`config.mk`:
```
export PLATFORM = sky130hd
export DESIGN_NAME = ddo_cordic
export DESIGN_NICKNAME = d
export VERILOG_FILES = /design/src/design/ddo_pkg.sv /design/src/design/ddo_cordic.sv
export SDC_FILE = /design/constraint.sdc
export NUM_CORES = 1
export LEC_CHECK = 0
export BUFFER_PORTS_ARGS = -buffer_cell sky130_fd_sc_hd__buf_2
export CAP_MARGIN = 40
export CORE_MARGIN = 3
export CORE_UTILIZATION = 57
export DETAILED_ROUTE_END_ITERATION = 16
export PLACE_DENSITY = 0.78
export SLEW_MARGIN = 10
export SYNTH_ARGS = -nofsm -noshare
export SYNTH_HDL_FRONTEND = slang
export SYNTH_SLANG_ARGS = --single-unit
```
`constraint.sdc`:
```
create_clock -name clk -period 6.36 [get_ports clk]
set_input_delay 0.318 -clock clk [delete_from_list [all_inputs] [get_ports clk]]
set_output_delay 0.318 -clock clk [all_outputs]
set_load 0.02 [all_outputs]
```
`src/design/ddo_pkg.sv`:
```
// Package for the differential drive odometry unit.
// Holds the CORDIC arctangent table and shared constants; no dependencies.
`timescale 1ns / 1ps
`default_nettype none
package ddo_pkg;

    localparam int unsigned AtanDepth = 31;
    localparam logic [31:0] CordicStartX = 32'd652032874;
    localparam logic [31:0] RadToBam = 32'd683565276;

    localparam logic [1:0] RegWheelRadius = 2'd0;
    localparam logic [1:0] RegInvWheelBase = 2'd1;
    localparam logic [1:0] RegSamplePeriod = 2'd2;

    function automatic logic [29:0] atan_bam(input logic [4:0] idx);
        logic [29:0] v;
        begin
            case (idx)
                5'd0: v = 30'd536870912;
                5'd1: v = 30'd316933406;
                5'd2: v = 30'd167458907;
                5'd3: v = 30'd85004756;
                5'd4: v = 30'd42667331;
                5'd5: v = 30'd21354465;
                5'd6: v = 30'd10680862;
                5'd7: v = 30'd5340245;
                5'd8: v = 30'd2670163;
                5'd9: v = 30'd1335087;
                5'd10: v = 30'd667544;
                5'd11: v = 30'd333772;
                5'd12: v = 30'd166886;
                5'd13: v = 30'd83443;
                5'd14: v = 30'd41722;
                5'd15: v = 30'd20861;
                5'd16: v = 30'd10430;
                5'd17: v = 30'd5215;
                5'd18: v = 30'd2608;
                5'd19: v = 30'd1304;
                5'd20: v = 30'd652;
                5'd21: v = 30'd326;
                5'd22: v = 30'd163;
                5'd23: v = 30'd81;
                5'd24: v = 30'd41;
                5'd25: v = 30'd20;
                5'd26: v = 30'd10;
                5'd27: v = 30'd5;
                5'd28: v = 30'd3;
                5'd29: v = 30'd1;
                5'd30: v = 30'd1;
                default: v = 30'd0;
            endcase
            return v;
        end
    endfunction

endpackage
`default_nettype wire

```
`src/design/ddo_cordic.sv`:
```
// Iterative rotation-mode CORDIC: one micro-rotation per clock.
// Depends on ddo_pkg for the arctangent table and start gain.
`timescale 1ns / 1ps
`default_nettype none
module ddo_cordic #(
    parameter int CORDIC_STEPS = 16
) (
    input  wire logic        clk,
    input  wire logic        rst_n,
    input  wire logic        start,
    input  wire logic [31:0] angle,
    output logic             done,
    output logic [31:0]      cos_out,
    output logic [31:0]      sin_out
);
    import ddo_pkg::*;

    localparam int Steps = (CORDIC_STEPS > 31) ? 31 : CORDIC_STEPS;

    logic        busy_reg;
    logic [4:0]  step_reg;
    logic        flip_reg;
    logic signed [33:0] x_reg;
    logic signed [33:0] y_reg;
    logic signed [33:0] z_reg;
    logic        done_reg;

    logic signed [33:0] z_init;
    logic        flip_init;
    logic signed [33:0] dx;
    logic signed [33:0] dy;
    logic signed [33:0] at;
    logic signed [33:0] xf;
    logic signed [33:0] yf;

    always_comb
    begin
        z_init = 34'(signed'(angle));
        flip_init = 1'b0;
        if (z_init > 34'sh40000000)
        begin
            z_init = z_init - 34'sh80000000;
            flip_init = 1'b1;
        end
        else if (z_init < -34'sh40000000)
        begin
            z_init = z_init + 34'sh80000000;
            flip_init = 1'b1;
        end
        dx = y_reg >>> step_reg;
        dy = x_reg >>> step_reg;
        at = 34'(atan_bam(step_reg));
        xf = flip_reg ? -x_reg : x_reg;
        yf = flip_reg ? -y_reg : y_reg;
    end

    always_ff @(posedge clk or negedge rst_n)
    begin
        if (!rst_n)
        begin
            busy_reg <= 1'b0;
            done_reg <= 1'b0;
            step_reg <= '0;
        end
        else
        begin
            done_reg <= 1'b0;
            if (start)
            begin
                busy_reg <= 1'b1;
                step_reg <= '0;
                flip_reg <= flip_init;
                x_reg <= 34'(CordicStartX);
                y_reg <= '0;
                z_reg <= z_init;
            end
            else if (busy_reg)
            begin
                if (z_reg >= 0)
                begin
                    x_reg <= x_reg - dx;
                    y_reg <= y_reg + dy;
                    z_reg <= z_reg - at;
                end
                else
                begin
                    x_reg <= x_reg + dx;
                    y_reg <= y_reg - dy;
                    z_reg <= z_reg + at;
                end
                if (step_reg == 5'(Steps - 1))
                begin
                    busy_reg <= 1'b0;
                    done_reg <= 1'b1;
                end
                step_reg <= step_reg + 5'd1;
            end
        end
    end

    assign done = done_reg;
    assign cos_out = xf[31:0];
    assign sin_out = yf[31:0];

    assert property (@(posedge clk) disable iff (!rst_n) done_reg |-> !busy_reg)
        else $error("CORDIC done while still busy");
    assert property (@(posedge clk) disable iff (!rst_n) start |=> busy_reg)
        else $error("CORDIC did not start");
    assert property (@(posedge clk) disable iff (!rst_n)
        busy_reg |-> step_reg < 5'(Steps))
        else $error("CORDIC step out of range");
endmodule
`default_nettype wire
```
=== Word level (Yosys, flattened, before mapping) ===
Memory sizes are Yosys's and may differ from the RTL's.
Cells that the tools add are included.

* Bits in registers: 110
* Bits in read-only memories: 960
* Input bits: 35
* Output and inout bits: 65
* Memories: 1

* Add/sub/neg operators: 11
* $lt $le $gt $ge: 3
* Equal/unequal tests: 1
* Shift operators: 2
* Mux-type cells: 20
* Reductions and logical operators: 3

{| class="wikitable"
|+ Memories
! name !! depth !! bits a word !! rd ports !! clocked after Yosys merged registers in !! write ports !! RTL line !! source
|-
| (name not given) || 32 || 30 || 1 || 0 || 0 || ddo_pkg.sv:18 || <nowiki>case (idx)</nowiki>
|}

{| class="wikitable"
|+ Operators with widths
! cell !! number
|-
| $mux W34 || 9
|-
| $add A34 B34 Y34 || 2
|-
| $sshr A34 B5 Y34 || 2
|-
| $sub A34 B34 Y34 || 2
|-
| $mux W32 || 2
|-
| $neg A32 Y32 || 2
|-
| $add A32 B33 Y34 const B || 1
|-
| $add A34 B31 Y34 || 1
|-
| $ge A34 B1 Y1 const B || 1
|-
| $sub A32 B33 Y34 const B || 1
|-
| $sub A34 B31 Y34 || 1
|-
| $gt A32 B32 Y1 const B || 1
|-
| $lt A32 B31 Y1 const B || 1
|-
| $mux W5 || 2
|-
| $mux W1 || 7
|-
| $add A5 B1 Y5 const B || 1
|-
| $eq A5 B4 Y1 const B || 1
|-
| $reduce_and A2 Y1 || 2
|-
| $reduce_bool A2 Y1 || 1
|}

=== Longest topological paths before layout ===
Gate-level depths: netlist (run 1).
An unclocked memory read counts as a cell.

* Word-level depth: 5
* Depth in mapped cells: 30
* Gate-level depth less buffers: 25

=== Worst setup path before layout (run 1) ===
Ideal clock, no wire load.

* Path type: reg-to-reg
* From: register step_reg[0]
* To: register x_reg[33], data pin
* Arrival: 6.588 ns
* Required time: 6.100 ns
* Slack: -0.488 ns
* Cell stages (with the launch flop): 27
* Buffers on the path: 5
* Period minus slack after synthesis: 6.848 ns
* Cell sequence: dfrtp_1 -> buf_6 -> buf_6 -> buf_6 -> buf_6 -> buf_6 -> mux4_2 -> and2_0 -> a32o_1 -> nor4_2 -> ha_1 -> nand3_2 -> or3_4 -> or4_4 -> or4_1 -> o21ai_0 -> xor2_1 -> ha_1 -> and4_1 -> and3_1 -> a221oi_1 -> a21oi_1 -> o2111ai_1 -> a21oi_1 -> o21a_1 -> o21ai_1 -> mux2_2

* Word-level cells in the longest chain between the ends: 4
* Elaborated cells on any way between the ends: 5

{| class="wikitable"
|+ RTL lines
! element !! RTL line !! source
|-
| start, declared || ddo_cordic.sv:21 || <nowiki>logic [4:0] step_reg;</nowiki>
|-
| start signal, assigned || ddo_cordic.sv:96 || <nowiki>step_reg <= step_reg + 5'd1;</nowiki>
|-
| $sshr A34 B5 Y34 * || ddo_cordic.sv:50 || <nowiki>dx = y_reg >>> step_reg;</nowiki>
|-
| $add A34 B34 Y34 or $sub A34 B34 Y34 (tied branches) || ddo_cordic.sv:87, ddo_cordic.sv:81 ||
|-
| $mux W34 * || ddo_cordic.sv:79 || <nowiki>if (z_reg >= 0)</nowiki>
|-
| $mux W34 * || ddo_cordic.sv:77 || <nowiki>else if (busy_reg)</nowiki>
|-
| end signal, assigned || ddo_cordic.sv:73 || <nowiki>x_reg <= 34'(CordicStartX);</nowiki>
|-
| end signal, assigned || ddo_cordic.sv:81 || <nowiki>x_reg <= x_reg - dx;</nowiki>
|-
| end signal, assigned || ddo_cordic.sv:87 || <nowiki>x_reg <= x_reg + dx;</nowiki>
|-
| end, declared || ddo_cordic.sv:23 || <nowiki>logic signed [33:0] x_reg;</nowiki>
|}

Every way passes the cells marked *; elsewhere a longest branch is shown, timed or not.
A chain may end at the register's enable or synchronous reset.

=== Final worst setup path (run 1) ===
* From: register step_reg[0]
* To: register y_reg[33], data pin

* Word-level cells in the longest chain between the ends: 4
* Elaborated cells on any way between the ends: 5

{| class="wikitable"
|+ RTL lines
! element !! RTL line !! source
|-
| $sshr A34 B5 Y34 * || ddo_cordic.sv:51 || <nowiki>dy = x_reg >>> step_reg;</nowiki>
|-
| $sub A34 B34 Y34 or $add A34 B34 Y34 (tied branches) || ddo_cordic.sv:88, ddo_cordic.sv:82 ||
|-
| $mux W34 * || ddo_cordic.sv:79 ||
|-
| $mux W34 * || ddo_cordic.sv:77 ||
|-
| end signal, assigned || ddo_cordic.sv:82 || <nowiki>y_reg <= y_reg + dy;</nowiki>
|-
| end signal, assigned || ddo_cordic.sv:88 || <nowiki>y_reg <= y_reg - dy;</nowiki>
|-
| end, declared || ddo_cordic.sv:24 || <nowiki>logic signed [33:0] y_reg;</nowiki>
|}

Marked as above.

==> results.yml, run 1 <==
sta:
  setup_viol: 2
  fmaxAchievable_mhz: 155
  finalMaxSlewViolations: 0
  grt_setup_unrepaired: "true"
  slew-limit-headroom_pct: 38.8
  timing_hold_violations_final: 0
  final.period_utilization_pct: 101
  worst_slew_pin_slew_ns: 0.917
  fin_ws_ns: -0.0738
  layout_skew_ns: 0.0143
  period_needed_ns: 6.43
  setup_tns_ns: -0.102
placed_design:
  placedCellCount: 3083
  hpwl_um: 57800
  port_buffers: 99
  place_worst_setup_slack_ns: -0.337
  detailed_place.area_um2: 22400
  gpl.final_weighted_congestion: 1.03
worst_setup_path:
  crit_path_end_kind: "flop"
  critical_path_source: "step_reg[0]"
  worst_r2r_path_depth: 23
  timing.critical_path.cells: "buf_12 -> buf_16 -> mux4_2 -> nand2_1 -> nand2_1 -> a221o_1 -> or4bb_1 -> or2_4 -> or3_4 -> buf_4 -> or3_4 -> o31ai_4 -> xnor2_2 -> ha_1 -> and2_4 -> a221o_1 -> nor4b_4 -> o311ai_4 -> a2111oi_2 -> nor3_1 -> xnor3_1 -> a21oi_1 -> a31o_2"
  setup.worst_path.end: "y_reg[33]"
  crit_type: "reg2reg"
  critical_path_required_ns: 6.52
  crit_path_top_delay_cell: "sky130_fd_sc_hd__or4bb_1"
  worstReg2RegStart: "step_reg[0]"
  worst-path-max-fanout: 11
  timing.critical_path.from_type: "flop"
  critPathArrivalTime_ns: 6.59
  timing.critical_path.slowest_cell_delay_ns: 0.52
  critical_path.reg2reg.endpoint: "y_reg[33]"
  regToRegSetupSlack_ns: -0.07
status:
  violated_checks: "setup timing"
  status: "finished with violations"
floorplan:
  dieHeight_um: 188
  pin_count: 100
  die_x_um: 188
  initial_utilization_pct: 58.1
  fp.dieArea_um2: 35500
  row_cnt: 66
  core-area_um2: 32700
synth:
  syn-cell-area_um2: 19000
  ys.flop_type: "sky130_fd_sc_hd__edfxtp_1"
  syn_inst: 2326
  synth-edff-count: 103
  synth_warnings: 0
  async_flop_share_pct: 6.36
  synth_cell_type_count: 95
  ys_seq_area_share_pct: 17.2
  syn_area_cell_um2: 8.16
  synth.net_count: 2479
  post_synthesis_register_bit_count: 110
cts:
  ctsRootBufferMaster: "sky130_fd_sc_hd__clkbuf_16"
  clkSinkCount: 110
  clkLatencyLatePin_ns: 0.40
  level_count_of_the_clock_h_tree: 3
  cts.reportedPaths.clkPinSlew_ns: 0.09
  cts_buffer_depth: 2
  cts_tree: "done"
  numCtsBuffers: 9
min_path:
  hp-class: "in2reg"
detailed_routing:
  ant_nets: 0
  drcViolationCount: 0
  avgViaCountPerCell: 6.73
  detailroute.via_count: 21000
  detail_route.wl_per_cell_um: 24.2
  drt_first_iter_violations: 2408
  drt-total-wl_um: 75500
  dr.pass1.iters: 6
finish:
  area_growth_syn_to_layout_pct: 23.6
  fin_area_um2: 23500
  final_net_count: 2830
  ff_latch_area_um2: 3280
  final_common_cell: "sky130_fd_sc_hd__buf_4"
  share_of_final_layout_standard_cells_stronger_than_drive_strength_1_pct: 29.0
  non_filler_cells_final: 3125
  multi_input_comb_area_um2: 15100
  filler_cell_count: 2604
  most-common-layout-cells: "sky130_fd_sc_hd__buf_4 (408), sky130_fd_sc_hd__nand2_1 (251), sky130_fd_sc_hd__nor2_1 (173)"
global_route:
  grt_antenna_before_repair: 1
  grt-ovfl-total: 0
  grt_start_max_net_pins: 80
  first_global_vias: 20400
  grt_pass1_wl_um: 115000
  global_route.usage.total_pct: 41.2
pwr:
  leakagePower_nw: 10.0
  cellPowerDensity_nw_per_um2: 644
  power.ir.vdd_worst_v: 0.000395
  power_w: 0.0151
flow_run:
  max_cap_viol_count: 0
## timing repair
item	4_1_cts	5_1_grt
cloned	2	1
buffers inserted	9	12
setup endpoints to repair	7	26
pin swaps	16	38
gates resized for setup	24	79
hold buffers	1	0
endpoints found under the hold margin	6	0
## synthesized netlist by cell type, types with 19 or more instances
master / number / area, um2
sky130_fd_sc_hd__buf_1: 29 / 109
sky130_fd_sc_hd__buf_2: 31 / 155
sky130_fd_sc_hd__a21o_1: 53 / 398
sky130_fd_sc_hd__xnor2_1: 155 / 1360
sky130_fd_sc_hd__edfxtp_1: 103 / 3090
sky130_fd_sc_hd__or3_1: 25 / 156
sky130_fd_sc_hd__nand3_1: 38 / 190
sky130_fd_sc_hd__mux4_2: 76 / 1710
sky130_fd_sc_hd__and2_1: 20 / 125
sky130_fd_sc_hd__o22ai_1: 19 / 119
sky130_fd_sc_hd__o21a_1: 21 / 158
sky130_fd_sc_hd__a31oi_1: 20 / 125
sky130_fd_sc_hd__a21oi_1: 133 / 666
sky130_fd_sc_hd__nand2_1: 253 / 950
sky130_fd_sc_hd__a211oi_1: 30 / 225
sky130_fd_sc_hd__nor3_1: 34 / 170
sky130_fd_sc_hd__ha_1: 115 / 1440
sky130_fd_sc_hd__o21ai_0: 177 / 886
sky130_fd_sc_hd__inv_1: 58 / 218
sky130_fd_sc_hd__nand2b_1: 49 / 307
sky130_fd_sc_hd__mux2i_1: 103 / 1030
sky130_fd_sc_hd__nand4_1: 19 / 119
sky130_fd_sc_hd__nor2b_1: 23 / 144
sky130_fd_sc_hd__nor2_1: 176 / 661
sky130_fd_sc_hd__mux2_2: 40 / 450
sky130_fd_sc_hd__o31ai_1: 39 / 293
sky130_fd_sc_hd__clkbuf_1: 110 / 413
sky130_fd_sc_hd__xor2_1: 67 / 587
## cell families (layout without fill, tap and decap cells)
group,Yosys count,after routing,synth area share [%]
AO/OA/AOI/OAI,672,672,23.2
XOR/XNOR,223,223,10.4
adder cells (fa/ha/maj),118,118,7.90
buffers and inverters,247,603,5.57
flip-flops,110,110,17.2
multiplexers,221,221,17.0
other,0,1,0
AND/OR/NAND/NOR,735,735,18.8
## worst min path at each step
stage,start,to,cells after the start
global placement,rst_n,done,1
CTS,angle[26],z_reg[26],3
floorplan,rst_n,busy_reg,0
detailed placement,rst_n,done,1
finish,angle[26],z_reg[26],3
global route,angle[26],z_reg[26],3
## metal layers
| metal | GRT usage (%) | up-vias | part of all wire, % |
|---|---|---|---|
| li1 | - | 9408 | - |
| met1 | 50.3 | 9973 | 37 |
| met2 | 67.6 | 1340 | 47 |
| met3 | 8.87 | 296 | 10 |
| met4 | 22.9 | 2 | 6.1 |
| met5 | 0 | - | 0.017 |
## worst max-delay path: cells and delay by family, from the launching register on
family | cells | cell delay [ns]
compound gates | 7 | 1.88
xor+xnor | 2 | 0.40
fa+ha+maj | 1 | 0.27
buf+inv | 3 | 0.46
flops | 1 | 0.47
mux | 1 | 0.51
simple gates | 9 | 2.21
## area by class of cell
cell class                      count  area share (%)
Sequential cell                   110            14.0
Tap cell                          442            2.36
Timing Repair Buffer              527            17.1
Inverter                           60           0.960
Clock inverter                      6           0.293
Clock buffer                       10           0.976
Multi-Input combinational cell   1969            64.4
Antenna cell                        1          0.0107
## stage by stage
| step | hold WS (ns) | utilization, % |
|---|---|---|
| 2_1_floorplan | 0.0224 | - |
| 3_3_place_gp | 0.248 | 68.6 |
| 3_5_place_dp | 0.249 | 68.6 |
| 4_1_cts | 0.194 | 70.4 |
| 5_1_grt | 0.229 | 71.7 |
| 6_report | 0.200 | 71.7 |
## where the power goes
part           total [W]  internal (W)  leakage [nW]  switching [W]
combinational     0.0127       0.00586          8.77        0.00680
clock           0.000635      0.000310         0.143       0.000325
sequential       0.00180       0.00131          1.10       0.000486
total             0.0151       0.00748          10.0        0.00762
(Power assumes the default switching activity.)
==> run 2, diff against run 1 <==
CELL_PAD_IN_SITES_DETAIL_PLACEMENT = 0   (was unset)
CELL_PAD_IN_SITES_GLOBAL_PLACEMENT = 1   (was unset)
CORE_UTILIZATION = 44   (was 57)
PLACE_DENSITY = unset   (was 0.78)
PLACE_DENSITY_LB_ADDON = 0.1   (was unset)
==> results.yml, run 2 (same netlist as run 1, synthesis figures left out) <==
pwr:
  pwr-share-seq_pct: 11.2
  power.combinational.fraction_pct: 84.7
  power_w: 0.0160
  swShare_pct: 48.3
  cellPowerDensity_nw_per_um2: 637
  leakagePower_nw: 10.9
  power.ir.vdd_worst_v: 0.000271
  internal_power_w: 0.00827
  power.share.clock_pct: 4.1
  total_switching_power_w: 0.00772
sta:
  slew-limit-headroom_pct: 39.4
  timing_hold_violations_final: 0
  final.period_utilization_pct: 101
  setup_viol: 2
  finalMaxSlewViolations: 0
  worst_slew_pin_slew_ns: 0.903
  fmaxAchievable_mhz: 155
  hold-worst-slack_ns: 0.178
  grt_setup_unrepaired: "true"
  fin_ws_ns: -0.0714
  layout_skew_ns: 0.0168
  period_needed_ns: 6.43
finish:
  final_common_cell: "sky130_fd_sc_hd__buf_4"
  share_of_final_layout_standard_cells_stronger_than_drive_strength_1_pct: 33.8
  most-common-layout-cells: "sky130_fd_sc_hd__buf_4 (571), sky130_fd_sc_hd__nand2_1 (252), sky130_fd_sc_hd__nor2_1 (174)"
  utilization_pct: 59.3
  non_filler_cells_final: 3429
  antenna_cells: 0
  area_growth_syn_to_layout_pct: 32.2
  final_net_count: 3000
detailed_routing:
  drt_first_iter_violations: 1948
  dr.pass1.iters: 8
  drt-total-wl_um: 80400
  ant_nets: 0
  drcViolationCount: 0
  avgViaCountPerCell: 6.09
  detail_route.wl_per_cell_um: 23.4
  detailroute.via_count: 20900
cts:
  cts.reportedPaths.clkPinSlew_ns: 0.10
  ctsRootBufferMaster: "sky130_fd_sc_hd__clkbuf_16"
  clkSinkCount: 110
  numCtsBuffers: 9
  cts_buffer_depth: 2
  clkLatencyLatePin_ns: 0.43
  cts_tree: "done"
  level_count_of_the_clock_h_tree: 3
global_route:
  first_global_vias: 20100
  grt_start_max_net_pins: 71
  grt-ovfl-total: 0
  global_route.usage.total_pct: 34.4
  grt_antenna_before_repair: 0
  grt_pass1_wl_um: 120000
flow_run:
  max_cap_viol_count: 0
floorplan:
  pin_count: 100
  initial_utilization_pct: 44.9
  row_cnt: 75
  dieHeight_um: 214
  fp.dieArea_um2: 45700
  die_x_um: 214
  core-area_um2: 42300
min_path:
  hp-class: "in2reg"
worst_setup_path:
  crit_type: "reg2reg"
  critical_path_required_ns: 6.54
  worst-path-max-fanout: 7
  critPathArrivalTime_ns: 6.61
  crit_path_end_kind: "flop"
  timing.critical_path.from_type: "flop"
placed_design:
  placedCellCount: 3369
  hpwl_um: 63100
  port_buffers: 99
  gpl.final_weighted_congestion: 1.04
  place_worst_setup_slack_ns: -0.296
status:
  status: "finished with violations"
  violated_checks: "setup timing"
[run 2: final timing paths]
path,from,to,slack (ns),cells after the start
max in group asynchronous,rst_n,step_reg[0],5.65,2
worst min-delay path,angle[9],z_reg[9],0.18,3
worst max-delay path,step_reg[0],x_reg[33],-0.07,24
worst min register to register,x_reg[13],x_reg[13],0.75,2
worst max register to register,step_reg[0],x_reg[33],-0.07,24
min in group asynchronous,rst_n,done,0.39,2
[run 2: power groups by stage]
| stage | Clock (W) | Combinational (W) | Sequential, W |
|---|---|---|---|
| after floorplan | 0 | 0.00784 | 0.00150 |
| after CTS | 0.000668 | 0.0129 | 0.00175 |
| after detailed placement | 0 | 0.0127 | 0.00176 |
| after global routing | 0.000694 | 0.0147 | 0.00181 |
| after global placement | 0 | 0.0125 | 0.00176 |
| final | 0.000654 | 0.0135 | 0.00179 |
[run 2: layer usage]
layer,vias up,part of all wire [%],GRT usage [%]
met5,-,0,0
met4,0,4.3,13.8
met3,156,6.7,5.90
met2,827,48,58.4
met1,10200,41,43.8
li1,9729,-,-
[run 2: through the flow]
step	setup TNS [ns]	area, um2
after detailed placement	-0.946	23800
after global placement	-0.571	23800
after CTS	-0.0354	24500
after global routing	-0.897	25100
after floorplan	-0.00665	19100
final	-0.121	25100
[run 2: repair_timing]
| action | 4_1_cts | 5_1_grt |
|---|---|---|
| endpoints found under the setup margin | 10 | 18 |
| hold endpoints to repair | 7 | 0 |
| pin swaps | 19 | 41 |
| gates cloned | 1 | 2 |
| buffers inserted | 15 | 24 |
| resized for setup | 44 | 90 |
| hold buffers | 1 | 0 |
[run 2: worst max-delay path, stage by stage (launching register included)]
cell and delay, ns:
sky130_fd_sc_hd__dfrtp_4 0.52, sky130_fd_sc_hd__buf_8 0.15, sky130_fd_sc_hd__bufbuf_16 0.28, sky130_fd_sc_hd__buf_12 0.14, sky130_fd_sc_hd__mux4_2 0.43, sky130_fd_sc_hd__a22o_1 0.27, sky130_fd_sc_hd__nor4_4 0.33, sky130_fd_sc_hd__ha_2 0.25
sky130_fd_sc_hd__nand3_2 0.08, sky130_fd_sc_hd__or3_4 0.43, sky130_fd_sc_hd__or4_4 0.47, sky130_fd_sc_hd__or4_4 0.45, sky130_fd_sc_hd__o21ai_2 0.14, sky130_fd_sc_hd__xor2_1 0.17, sky130_fd_sc_hd__ha_1 0.29, sky130_fd_sc_hd__inv_2 0.08
sky130_fd_sc_hd__o21bai_1 0.09, sky130_fd_sc_hd__a21o_1 0.21, sky130_fd_sc_hd__a221oi_4 0.31, sky130_fd_sc_hd__a21oi_2 0.11, sky130_fd_sc_hd__o2111ai_2 0.21, sky130_fd_sc_hd__a21oi_1 0.11, sky130_fd_sc_hd__o21a_1 0.19, sky130_fd_sc_hd__o21ai_1 0.12
sky130_fd_sc_hd__mux2_2 0.34
[run 2: final cells by class]
class | instances | area, um2
clock buffers | 9 | 225
clock inverters | 7 | 96.3
fillers | 3888 | 17200
inverters | 60 | 228
multi-input cells | 1969 | 15200
flip-flops and latches | 110 | 3290
well taps | 577 | 722
repair buffers | 697 | 5320
